===== src/rtl/core/rng_pkg.sv =====
`default_nettype none
package rng_pkg;

  // default sizes
  localparam int RNG_SAMPLE_BITS = 24;
  localparam int RNG_COEF_BITS   = 16;

  // register reset values, truncated to the configured widths where they are used
  localparam int THR_RESET   = 83886;
  localparam int ALPHA_RESET = 65262;
  localparam int STEP_RESET  = 273;
  localparam int BETA_RESET  = 65522;
  localparam int CHAN_RESET  = 2;

  localparam int REG_IDX_W = 3;

  typedef enum logic [REG_IDX_W-1:0] {
    REG_THRESHOLD = 3'd0,
    REG_ALPHA     = 3'd1,
    REG_ATTACK    = 3'd2,
    REG_BETA      = 3'd3,
    REG_CHANNELS  = 3'd4
  } cfg_reg_t;

  typedef enum logic [15:0] {
    S_IDLE = 16'h0001,
    S_SQL  = 16'h0002,
    S_SQR  = 16'h0004,
    S_PLO  = 16'h0008,
    S_PHI  = 16'h0010,
    S_MLO  = 16'h0020,
    S_MHI  = 16'h0040,
    S_THR  = 16'h0080,
    S_PWR  = 16'h0100,
    S_CMP  = 16'h0200,
    S_GAIN = 16'h0400,
    S_GUPD = 16'h0800,
    S_OUTL = 16'h1000,
    S_OUTR = 16'h2000,
    S_FIN  = 16'h4000,
    S_DONE = 16'h8000
  } rng_state_t;

endpackage
`default_nettype wire


===== src/rtl/core/rng_cfg.sv =====
`default_nettype none
module rng_cfg import rng_pkg::*; #(
  parameter int SAMPLE_BITS = RNG_SAMPLE_BITS,
  parameter int COEF_BITS   = RNG_COEF_BITS,
  parameter int CFG_W       = (SAMPLE_BITS - 1 > COEF_BITS + 1) ? SAMPLE_BITS - 1 : COEF_BITS + 1
) (
  input  wire logic                   clk,
  input  wire logic                   rst_n,
  input  wire logic                   cfg_wr_en,
  input  wire logic [REG_IDX_W-1:0]   cfg_index,
  input  wire logic [CFG_W-1:0]       cfg_wdata,
  output logic [SAMPLE_BITS-2:0]      thr,
  output logic [COEF_BITS-1:0]        alpha,
  output logic [COEF_BITS:0]          step,
  output logic [COEF_BITS-1:0]        beta,
  output logic                        two_ch
);

  localparam int TW = SAMPLE_BITS - 1;
  localparam int C  = COEF_BITS;
  localparam int GW = COEF_BITS + 1;
  localparam logic [GW-1:0] GAIN_ONE = {1'b1, {C{1'b0}}};

  logic [TW-1:0] thr_r;
  logic [C-1:0]  alpha_r;
  logic [GW-1:0] step_r;
  logic [C-1:0]  beta_r;
  logic [1:0]    chan_r;
  logic [GW-1:0] step_raw;

  // attack fractions above one act as one
  assign step_raw = cfg_wdata[GW-1:0];

  always_ff @(posedge clk) begin
    if (!rst_n) begin
      thr_r   <= TW'(THR_RESET);
      alpha_r <= C'(ALPHA_RESET);
      step_r  <= GW'(STEP_RESET);
      beta_r  <= C'(BETA_RESET);
      chan_r  <= 2'(CHAN_RESET);
    end else if (cfg_wr_en) begin
      unique case (cfg_index)
        REG_THRESHOLD: thr_r   <= cfg_wdata[TW-1:0];
        REG_ALPHA:     alpha_r <= cfg_wdata[C-1:0];
        REG_ATTACK:    step_r  <= (step_raw > GAIN_ONE) ? GAIN_ONE : step_raw;
        REG_BETA:      beta_r  <= cfg_wdata[C-1:0];
        REG_CHANNELS:  chan_r  <= cfg_wdata[1:0];
        default: ;
      endcase
    end
  end

  assign thr    = thr_r;
  assign alpha  = alpha_r;
  assign step   = step_r;
  assign beta   = beta_r;
  assign two_ch = chan_r[1];

endmodule
`default_nettype wire


===== src/rtl/core/rng_mul.sv =====
`default_nettype none
module rng_mul #(
  parameter int W = 24
) (
  input  wire logic           clk,
  input  wire logic [W-1:0]   a,
  input  wire logic [W-1:0]   b,
  output logic [2*W-1:0]      p
);

  logic [2*W-1:0] p_r;

  always_ff @(posedge clk) begin
    p_r <= a * b;
  end

  assign p = p_r;

endmodule
`default_nettype wire


===== src/rtl/core/rng_core.sv =====
`default_nettype none
module rng_core import rng_pkg::*; #(
  parameter int SAMPLE_BITS = RNG_SAMPLE_BITS,
  parameter int COEF_BITS   = RNG_COEF_BITS,
  parameter int MW          = (SAMPLE_BITS > COEF_BITS + 1) ? SAMPLE_BITS : COEF_BITS + 1
) (
  input  wire logic                   clk,
  input  wire logic                   rst_n,
  input  wire logic                   in_valid,
  output logic                        in_ready,
  input  wire logic [SAMPLE_BITS-1:0] in_left,
  input  wire logic [SAMPLE_BITS-1:0] in_right,
  output logic                        out_valid,
  input  wire logic                   out_ready,
  output logic [SAMPLE_BITS-1:0]      out_left,
  output logic [SAMPLE_BITS-1:0]      out_right,
  output logic                        out_gate,
  output logic [COEF_BITS:0]          out_gain,
  input  wire logic [SAMPLE_BITS-2:0] thr,
  input  wire logic [COEF_BITS-1:0]   alpha,
  input  wire logic [COEF_BITS:0]     step,
  input  wire logic [COEF_BITS-1:0]   beta,
  input  wire logic                   two_ch,
  output logic [MW-1:0]               mul_a,
  output logic [MW-1:0]               mul_b,
  input  wire logic [2*MW-1:0]        mul_p
);

  localparam int S  = SAMPLE_BITS;
  localparam int C  = COEF_BITS;
  localparam int GW = C + 1;
  localparam int PW = 2 * S - 1;   // power, Q1.(2S-2)
  localparam int TW = 2 * S - 2;   // threshold squared
  localparam int AW = 2 * S + C;   // blend accumulator
  localparam logic [GW-1:0] GAIN_ONE = {1'b1, {C{1'b0}}};

  rng_state_t state_r, state_nxt;

  logic [S-1:0]  mag_l_r, mag_r_r, raw_r_r;
  logic          neg_l_r, neg_r_r;
  logic [PW-1:0] ms_r;
  logic [AW-1:0] acc_r;
  logic [PW-1:0] power_r;
  logic [TW-1:0] thr2_r;
  logic          open_r;
  logic [GW-1:0] gain_r;
  logic [S-1:0]  res_l_r, res_r_r;
  logic          out_valid_r;
  logic [S-1:0]  out_left_r, out_right_r;
  logic          out_gate_r;
  logic [GW-1:0] out_gain_r;

  logic [S-1:0]  mag_l_in, mag_r_in;
  logic [GW-1:0] one_m_alpha, one_m_gain;
  logic [PW:0]   ms_sum;
  logic [2*C+1:0] att_rnd;
  logic [C+1:0]  gain_sum;
  logic [GW-1:0] gain_nxt;
  logic          load;

  function automatic logic [S-1:0] scale(input logic [2*MW-1:0] p, input logic neg);
    logic [S+GW-1:0] t;
    logic [S:0]      r;
    logic [S:0]      lim;
    t = p[S+GW-1:0] + ((S+GW)'(1) << (C - 1));
    r = t[S+GW-1:C];
    if (neg) begin
      lim = (S+1)'(1) << (S - 1);
      if (r > lim) r = lim;
      scale = ~r[S-1:0] + 1'b1;
    end else begin
      lim = ((S+1)'(1) << (S - 1)) - 1'b1;
      if (r > lim) r = lim;
      scale = r[S-1:0];
    end
  endfunction

  assign mag_l_in = in_left[S-1]  ? (~in_left + 1'b1)  : in_left;
  assign mag_r_in = in_right[S-1] ? (~in_right + 1'b1) : in_right;
  assign one_m_alpha = GAIN_ONE - {1'b0, alpha};
  assign one_m_gain  = GAIN_ONE - gain_r;
  assign ms_sum      = {1'b0, ms_r} + {1'b0, mul_p[PW-1:0]};

  // attack increment rounds up, release rounds down
  assign att_rnd  = mul_p[2*C+1:0] + (2*C+2)'(GAIN_ONE - 1'b1);
  assign gain_sum = {1'b0, gain_r} + att_rnd[2*C+1:C];
  always_comb begin
    if (open_r) begin
      gain_nxt = (gain_sum > {1'b0, GAIN_ONE}) ? GAIN_ONE : gain_sum[GW-1:0];
    end else begin
      gain_nxt = mul_p[2*C:C];
    end
  end

  assign in_ready = (state_r == S_IDLE);
  assign load     = (state_r == S_DONE) && (!out_valid_r || out_ready);

  // shared multiplier operand select; the product is registered and lands in the next cycle
  always_comb begin
    mul_a = '0;
    mul_b = '0;
    unique case (state_r)
      S_SQL: begin
        mul_a = MW'(mag_l_r);
        mul_b = MW'(mag_l_r);
      end
      S_SQR: begin
        mul_a = MW'(mag_r_r);
        mul_b = MW'(mag_r_r);
      end
      S_PLO: begin
        mul_a = MW'(power_r[S-1:0]);
        mul_b = MW'(alpha);
      end
      S_PHI: begin
        mul_a = MW'(power_r[PW-1:S]);
        mul_b = MW'(alpha);
      end
      S_MLO: begin
        mul_a = MW'(ms_r[S-1:0]);
        mul_b = MW'(one_m_alpha);
      end
      S_MHI: begin
        mul_a = MW'(ms_r[PW-1:S]);
        mul_b = MW'(one_m_alpha);
      end
      S_THR: begin
        mul_a = MW'(thr);
        mul_b = MW'(thr);
      end
      S_GAIN: begin
        mul_a = open_r ? MW'(step) : MW'(gain_r);
        mul_b = open_r ? MW'(one_m_gain) : MW'(beta);
      end
      S_OUTL: begin
        mul_a = MW'(mag_l_r);
        mul_b = MW'(gain_r);
      end
      S_OUTR: begin
        mul_a = MW'(mag_r_r);
        mul_b = MW'(gain_r);
      end
      default: ;
    endcase
  end

  always_comb begin
    state_nxt = state_r;
    unique case (state_r)
      S_IDLE: if (in_valid) state_nxt = S_SQL;
      S_SQL:  state_nxt = S_SQR;
      S_SQR:  state_nxt = S_PLO;
      S_PLO:  state_nxt = S_PHI;
      S_PHI:  state_nxt = S_MLO;
      S_MLO:  state_nxt = S_MHI;
      S_MHI:  state_nxt = S_THR;
      S_THR:  state_nxt = S_PWR;
      S_PWR:  state_nxt = S_CMP;
      S_CMP:  state_nxt = S_GAIN;
      S_GAIN: state_nxt = S_GUPD;
      S_GUPD: state_nxt = S_OUTL;
      S_OUTL: state_nxt = S_OUTR;
      S_OUTR: state_nxt = S_FIN;
      S_FIN:  state_nxt = S_DONE;
      S_DONE: if (load) state_nxt = S_IDLE;
      default: state_nxt = S_IDLE;
    endcase
  end

  always_ff @(posedge clk) begin
    if (!rst_n) begin
      state_r     <= S_IDLE;
      out_valid_r <= 1'b0;
      power_r     <= '0;
      gain_r      <= GAIN_ONE;
    end else begin
      state_r <= state_nxt;
      if (load) begin
        out_valid_r <= 1'b1;
      end else if (out_ready) begin
        out_valid_r <= 1'b0;
      end
      if (state_r == S_PWR) begin
        power_r <= PW'((acc_r + (AW'(1) << (C - 1))) >> C);
      end
      if (state_r == S_GUPD) begin
        gain_r <= gain_nxt;
      end
    end
  end

  always_ff @(posedge clk) begin
    unique case (state_r)
      S_IDLE: begin
        mag_l_r <= mag_l_in;
        mag_r_r <= mag_r_in;
        neg_l_r <= in_left[S-1];
        neg_r_r <= in_right[S-1];
        raw_r_r <= in_right;
      end
      S_SQR:  ms_r   <= mul_p[PW-1:0];
      S_PLO:  if (two_ch) ms_r <= ms_sum[PW:1];
      S_PHI:  acc_r  <= AW'(mul_p);
      S_MLO:  acc_r  <= acc_r + (AW'(mul_p) << S);
      S_MHI:  acc_r  <= acc_r + AW'(mul_p);
      S_THR:  acc_r  <= acc_r + (AW'(mul_p) << S);
      S_PWR:  thr2_r <= mul_p[TW-1:0];
      S_CMP:  open_r <= (power_r >= PW'(thr2_r));
      S_OUTR: res_l_r <= scale(mul_p, neg_l_r);
      S_FIN:  res_r_r <= two_ch ? scale(mul_p, neg_r_r) : raw_r_r;
      default: ;
    endcase
    if (load) begin
      out_left_r  <= res_l_r;
      out_right_r <= res_r_r;
      out_gate_r  <= open_r;
      out_gain_r  <= gain_r;
    end
  end

  assign out_valid = out_valid_r;
  assign out_left  = out_left_r;
  assign out_right = out_right_r;
  assign out_gate  = out_gate_r;
  assign out_gain  = out_gain_r;

`ifndef SYNTH
  a_gain_max: assert property (@(posedge clk) disable iff (!rst_n)
    gain_r <= GAIN_ONE) else $error("gain above unity");

  a_accept: assert property (@(posedge clk) disable iff (!rst_n)
    (state_r == S_IDLE && in_valid) |=> (state_r == S_SQL))
    else $error("accepted request did not start the sequence");

  a_release: assert property (@(posedge clk) disable iff (!rst_n)
    (state_r == S_GUPD && !open_r) |=> (gain_r <= $past(gain_r)))
    else $error("gain rose while gate closed");

  a_attack: assert property (@(posedge clk) disable iff (!rst_n)
    (state_r == S_GUPD && open_r) |=> (gain_r >= $past(gain_r)))
    else $error("gain fell while gate open");

  a_load: assert property (@(posedge clk) disable iff (!rst_n)
    load |=> out_valid_r) else $error("result load lost");
`endif

endmodule
`default_nettype wire


===== src/rtl/core/rms_noise_gate.sv =====
`default_nettype none
// RMS noise gate for stereo frames of signed Q1.(SAMPLE_BITS-1) samples. Each frame
// updates a smoothed power estimate (squared RMS) from the mean square of the active
// channels, opens the gate when that power is at or above threshold_level squared,
// moves the gain toward unity (attack) or decays it by release_beta (release), and
// scales the active samples by the new gain with rounding and saturation. All
// products go through one shared multiplier, max(SAMPLE_BITS, COEF_BITS+1) bits
// per operand, under a sequencer that runs ten multiplier passes plus compare,
// update and hand-off steps per frame, and takes a new request only while idle. A
// finished result sits in an output register, so a new request is taken while it
// waits. Coefficients are written in their fixed-point form through the cfg_ port;
// the user must write them only while the block is idle; the block does not enforce it.
module rms_noise_gate import rng_pkg::*; #(
  parameter int SAMPLE_BITS = RNG_SAMPLE_BITS,
  parameter int COEF_BITS   = RNG_COEF_BITS,
  parameter int CFG_W       = (SAMPLE_BITS - 1 > COEF_BITS + 1) ? SAMPLE_BITS - 1 : COEF_BITS + 1,
  parameter int IN_W        = ((2 * SAMPLE_BITS + 7) / 8) * 8,
  parameter int OUT_W       = ((2 * SAMPLE_BITS + COEF_BITS + 2 + 7) / 8) * 8
) (
  input  wire logic                 clk,
  input  wire logic                 rst_n,
  input  wire logic                 in_tvalid,
  output logic                      in_tready,
  input  wire logic [IN_W-1:0]      in_tdata,   // in_left, in_right
  output logic                      out_tvalid,
  input  wire logic                 out_tready,
  output logic [OUT_W-1:0]          out_tdata,  // out_left, out_right, gate_open, gain_now
  input  wire logic                 cfg_wr_en,
  input  wire logic [REG_IDX_W-1:0] cfg_index,
  input  wire logic [CFG_W-1:0]     cfg_wdata
);

  localparam int S  = SAMPLE_BITS;
  localparam int C  = COEF_BITS;
  localparam int MW = (S > C + 1) ? S : C + 1;

  logic [S-2:0]    thr;
  logic [C-1:0]    alpha, beta;
  logic [C:0]      step;
  logic            two_ch;
  logic [MW-1:0]   mul_a, mul_b;
  logic [2*MW-1:0] mul_p;
  logic [S-1:0]    out_left, out_right;
  logic            out_gate;
  logic [C:0]      out_gain;

  rng_cfg #(
    .SAMPLE_BITS(S),
    .COEF_BITS  (C),
    .CFG_W      (CFG_W)
  ) u_cfg (
    .clk      (clk),
    .rst_n    (rst_n),
    .cfg_wr_en(cfg_wr_en),
    .cfg_index(cfg_index),
    .cfg_wdata(cfg_wdata),
    .thr      (thr),
    .alpha    (alpha),
    .step     (step),
    .beta     (beta),
    .two_ch   (two_ch)
  );

  rng_mul #(
    .W(MW)
  ) u_mul (
    .clk(clk),
    .a  (mul_a),
    .b  (mul_b),
    .p  (mul_p)
  );

  rng_core #(
    .SAMPLE_BITS(S),
    .COEF_BITS  (C),
    .MW         (MW)
  ) u_core (
    .clk      (clk),
    .rst_n    (rst_n),
    .in_valid (in_tvalid),
    .in_ready (in_tready),
    .in_left  (in_tdata[S-1:0]),
    .in_right (in_tdata[2*S-1:S]),
    .out_valid(out_tvalid),
    .out_ready(out_tready),
    .out_left (out_left),
    .out_right(out_right),
    .out_gate (out_gate),
    .out_gain (out_gain),
    .thr      (thr),
    .alpha    (alpha),
    .step     (step),
    .beta     (beta),
    .two_ch   (two_ch),
    .mul_a    (mul_a),
    .mul_b    (mul_b),
    .mul_p    (mul_p)
  );

  assign out_tdata = OUT_W'({out_gain, out_gate, out_right, out_left});

endmodule
`default_nettype wire

===== config.mk =====
export PLATFORM = sky130hd
export DESIGN_NAME = rms_noise_gate
export DESIGN_NICKNAME = d
export VERILOG_FILES = /design/src/rtl/core/rng_pkg.sv /design/src/rtl/core/rng_cfg.sv /design/src/rtl/core/rng_mul.sv /design/src/rtl/core/rng_core.sv /design/src/rtl/core/rms_noise_gate.sv
export SDC_FILE = /design/constraint.sdc
export NUM_CORES = 2
export LEC_CHECK = 0
export BUFFER_PORTS_ARGS = -buffer_cell sky130_fd_sc_hd__buf_4
export CORE_ASPECT_RATIO = 2
export CORE_MARGIN = 10
export CORE_UTILIZATION = 30
export CTS_CLUSTER_DIAMETER = 40
export CTS_CLUSTER_SIZE = 30
export DETAILED_ROUTE_END_ITERATION = 7
export HOLD_SLACK_MARGIN = 0.02
export SYNTH_ARGS = -nofsm -noshare
export SYNTH_HDL_FRONTEND = slang
export SYNTH_SLANG_ARGS = --single-unit

===== constraint.sdc =====
create_clock -name clk -period 15.6 [get_ports clk]
set_input_delay 3.12 -clock clk [delete_from_list [all_inputs] [get_ports clk]]
set_output_delay 3.12 -clock clk [all_outputs]
set_load 0.05 [all_outputs]

==> flow_metrics.tcl <==
set metrics [dict create \
    cts_num_sinks 545 \
    power.leakage_nw 26.7 \
    syn2layout_area_growth_pct 10.6 \
    layout_common_cells "sky130_fd_sc_hd__nand2_1 (881), sky130_fd_sc_hd__inv_1 (726), sky130_fd_sc_hd__fa_1 (486), sky130_fd_sc_hd__ha_1 (377), sky130_fd_sc_hd__nor2_1 (356)" \
    timing.max_cap.violations 0 \
    worst_setup_path_start_kind "flop" \
    postCtsHoldBufs 0 \
    grt_antenna_before_repair 24 \
    buffer_ports.inserted 146 \
    grt_pass1_wl_um 328000 \
    synth.yosys.seq_area_share_pct 27.0 \
    ir_worst_vdd_mv 0.0799 \
    crit_arrival_ns 12.44 \
    timing.final.hold_violations 0 \
    grt_use_total_pct 22.8 \
    worstReg2RegEnd "u_mul.p[46]" \
    postSynth.asyncResetShare_pct 0 \
    root_buffer "sky130_fd_sc_hd__clkbuf_16" \
    dp.final_hpwl_um 177000 \
    post_cts_resized 0 \
    cts_tree "built" \
    finalPower_mw 5.07 \
    holdPathStages 0 \
    number_of_failing_setup_endpoints_in_the_final_timing_report 0 \
    fin_worst_skew_ns 0.0772 \
    tritoncts.num_buffers 45 \
    hold_ws_ns 0.425 \
    core_region_area_um2 176000 \
    worst-slew-pin-transition_ns 1.41 \
    floorplan.initialDensity_pct 30.2 \
    synth.cell_area_um2 53200 \
    number_of_global_route_vias_before_repair 48200 \
    critical_path_class "reg -> reg" \
    timing.hold.worst_endpoint "u_core.out_right[23]" \
    viasPerCell 5.60 \
    firstDrtPassIters 8 \
    synth_warnings 0 \
    net_count_final 6894 \
    io_pins 153 \
    globalplace.congestion 1.04 \
    hold_start "u_core.res_r_r[23]" \
    route.vias.total 46600 \
    synth.distinct_cells 101 \
    dr.first_iter.drc_count 3603 \
    synth-edff-count 343 \
    holdCritPathClass "reg -> reg" \
    drt.antenna.violating_nets 0 \
    dominantRegCellSynth "sky130_fd_sc_hd__edfxtp_1" \
    wire_per_inst_um 27.6 \
    final.min_clock_period_ns 11.90 \
    die_h_um 615 \
    maximum_number_of_pins_on_one_net_before_global_route_repair 98 \
    ctsLongestPathBuffers 3 \
    slew_headroom_pct 5.74 \
    row_count 218 \
    postCtsSetupBuffers 0 \
    rr_startpoint "u_core.state_r[1]" \
    synth_cells 5898 \
    worst-path-max-fanout 63 \
    crit_path_top_delay_cell "sky130_fd_sc_hd__o21ai_0" \
    final_layout_size_suffix_gt1_share_pct 7.38 \
    final_core_utilization_pct 33.4 \
    drv_slew 0 \
    totalNegativeSetupSlack_ns 0 \
    htree_num_levels 2 \
    timing.fmax_mhz 84.1 \
    cp_common_cell "sky130_fd_sc_hd__fa_1" \
    cts.reportedPaths.clkPinSlew_ns 0.09 \
    synth.avg_cell_area_um2 9.01 \
    gr-total-overflow 0 \
    yosys_register_bits 545 \
    layout_commonest_cell "sky130_fd_sc_hd__nand2_1" \
    final.fill_count 18300 \
    timing.final.crit_share_pct 76.3 \
    die_area_um2 195000 \
    worst_path_largest_cell_delay_ns 1.08 \
    route.detailed.drc 0 \
    setup_repair_after_global_routing_missed_its_margin "no" \
    drt_wl_total_um 230000 \
    clk_latency_ns 0.69 \
    worst_r2r_path_depth 33 \
    die_w_um 318 \
    cp_data_required_time_ns 16.14 \
    end_kind "flop" \
    power.density_nw_per_um2 86.2 \
    r2r_slack_ns 3.70 \
    status "complete, no violations" \
]
report_power, final:
part | switching [mW] | internal (mW) | total, mW
clock network | 0.707 | 0.613 | 1.32
registers | 0.154 | 1.71 | 1.87
logic | 1.29 | 0.597 | 1.88
total | 2.15 | 2.92 | 5.07
logic make-up (layout without fill, tap and decap cells):
group                    Yosys count  after routing  synth area share [%]
AO/OA/AOI/OAI                   1212           1212                  15.6
XOR/XNOR                         331            331                  5.45
adder cells (fa/ha/maj)          863            863                  27.2
buffers and inverters           1007           1092                  7.40
flip-flops                       545            545                  27.0
multiplexers                      43             43                 0.821
other                              1             20               0.00705
AND/OR/NAND/NOR                 1896           1896                  16.5
worst max-delay path by stage:
stage,startpoint,end,cells after the start
2_1_floorplan,u_cfg.alpha[1],u_mul.p[46],32
3_3_place_gp,u_core.state_r[1],u_mul.p[46],33
3_5_place_dp,u_core.state_r[1],u_mul.p[46],33
4_1_cts,u_core.state_r[1],u_mul.p[46],33
5_1_grt,u_core.state_r[1],u_mul.p[46],33
6_report,u_core.state_r[1],u_mul.p[46],33
through the flow:
stage                     worst slack [ns]  instances  area, um^2
final                                 3.70       8312       58800
after global routing                  3.38       8299       58800
after CTS                             3.85       8297       58800
after detailed placement              3.90       8214       57100
after global placement                4.00       8214       57100
after floorplan                       6.54       5903       53200
registers in the layout, indices dropped and copies added (netlist names), 17 cells and up:
| name | count |
|---|---|
| u_core.mag_r_r | 23 |
| u_core.mag_l_r | 24 |
| u_cfg.step | 17 |
| u_core.raw_r_r | 24 |
| u_core.thr2_r | 46 |
| u_cfg.thr | 23 |
| u_core.out_left | 24 |
| u_core.power_r | 47 |
| u_mul.p | 48 |
| u_core.res_r_r | 24 |
| u_core.out_gain | 17 |
| u_core.gain_r | 17 |
| u_core.acc_r | 63 |
| u_core.out_right | 24 |
| u_core.ms_r | 47 |
| u_core.res_l_r | 24 |
synthesized netlist by cell type, drive strengths merged (32+ instances only):
cell type / count / area [um^2]
dfxtp: 202 / 4040
a22oi: 79 / 593
o21bai: 35 / 263
or3: 38 / 238
nand2b: 43 / 269
o21ai: 260 / 1310
nor2b: 58 / 363
nand2: 883 / 3320
a21boi: 32 / 240
edfxtp: 343 / 10300
nor4: 33 / 255
and3: 56 / 352
xor2: 118 / 1030
inv: 731 / 2740
ha: 377 / 4720
mux2i: 38 / 380
a211oi: 39 / 293
nand3: 147 / 751
o31ai: 32 / 240
fa: 486 / 9730
clkbuf: 174 / 653
a21oi: 255 / 1280
buf: 100 / 528
xnor2: 213 / 1870
and2: 54 / 338
a31oi: 40 / 250
o211a: 50 / 500
a21o: 126 / 946
nor2: 359 / 1350
nand4: 62 / 424
nor3: 76 / 400
worst max-delay path, delay by kind of cell, from the launching register on:
family / cells / cell delay (ns)
AOI/OAI and AO/OA: 8 / 2.90
xor gates and xnor gates: 1 / 0.13
adders and majority gates: 8 / 3.98
buffers and inverters: 7 / 0.88
DFF: 1 / 0.36
and+or+nand+nor: 9 / 3.46
area by class of cell:
cell class              instances  area [um^2]  area share [%]
repair buffers                276         2070            3.52
clock buffers                  47         1160            1.97
well taps                    2310         2890            4.92
diodes                         14         35.0          0.0596
clock inverters                36          502           0.853
flip-flops and latches        545        14300            24.4
multi-input cells            4351        35000            59.6
inverters                     733         2760            4.69
metal layers:
layer | GRT usage, % | routed length, um
met1 | 20.7 | 70000
met2 | 39.7 | 113000
met3 | 4.78 | 15400
met4 | 25.6 | 30700
met5 | 0 | 157
Note: power is estimated with default switching activity, not from simulation.
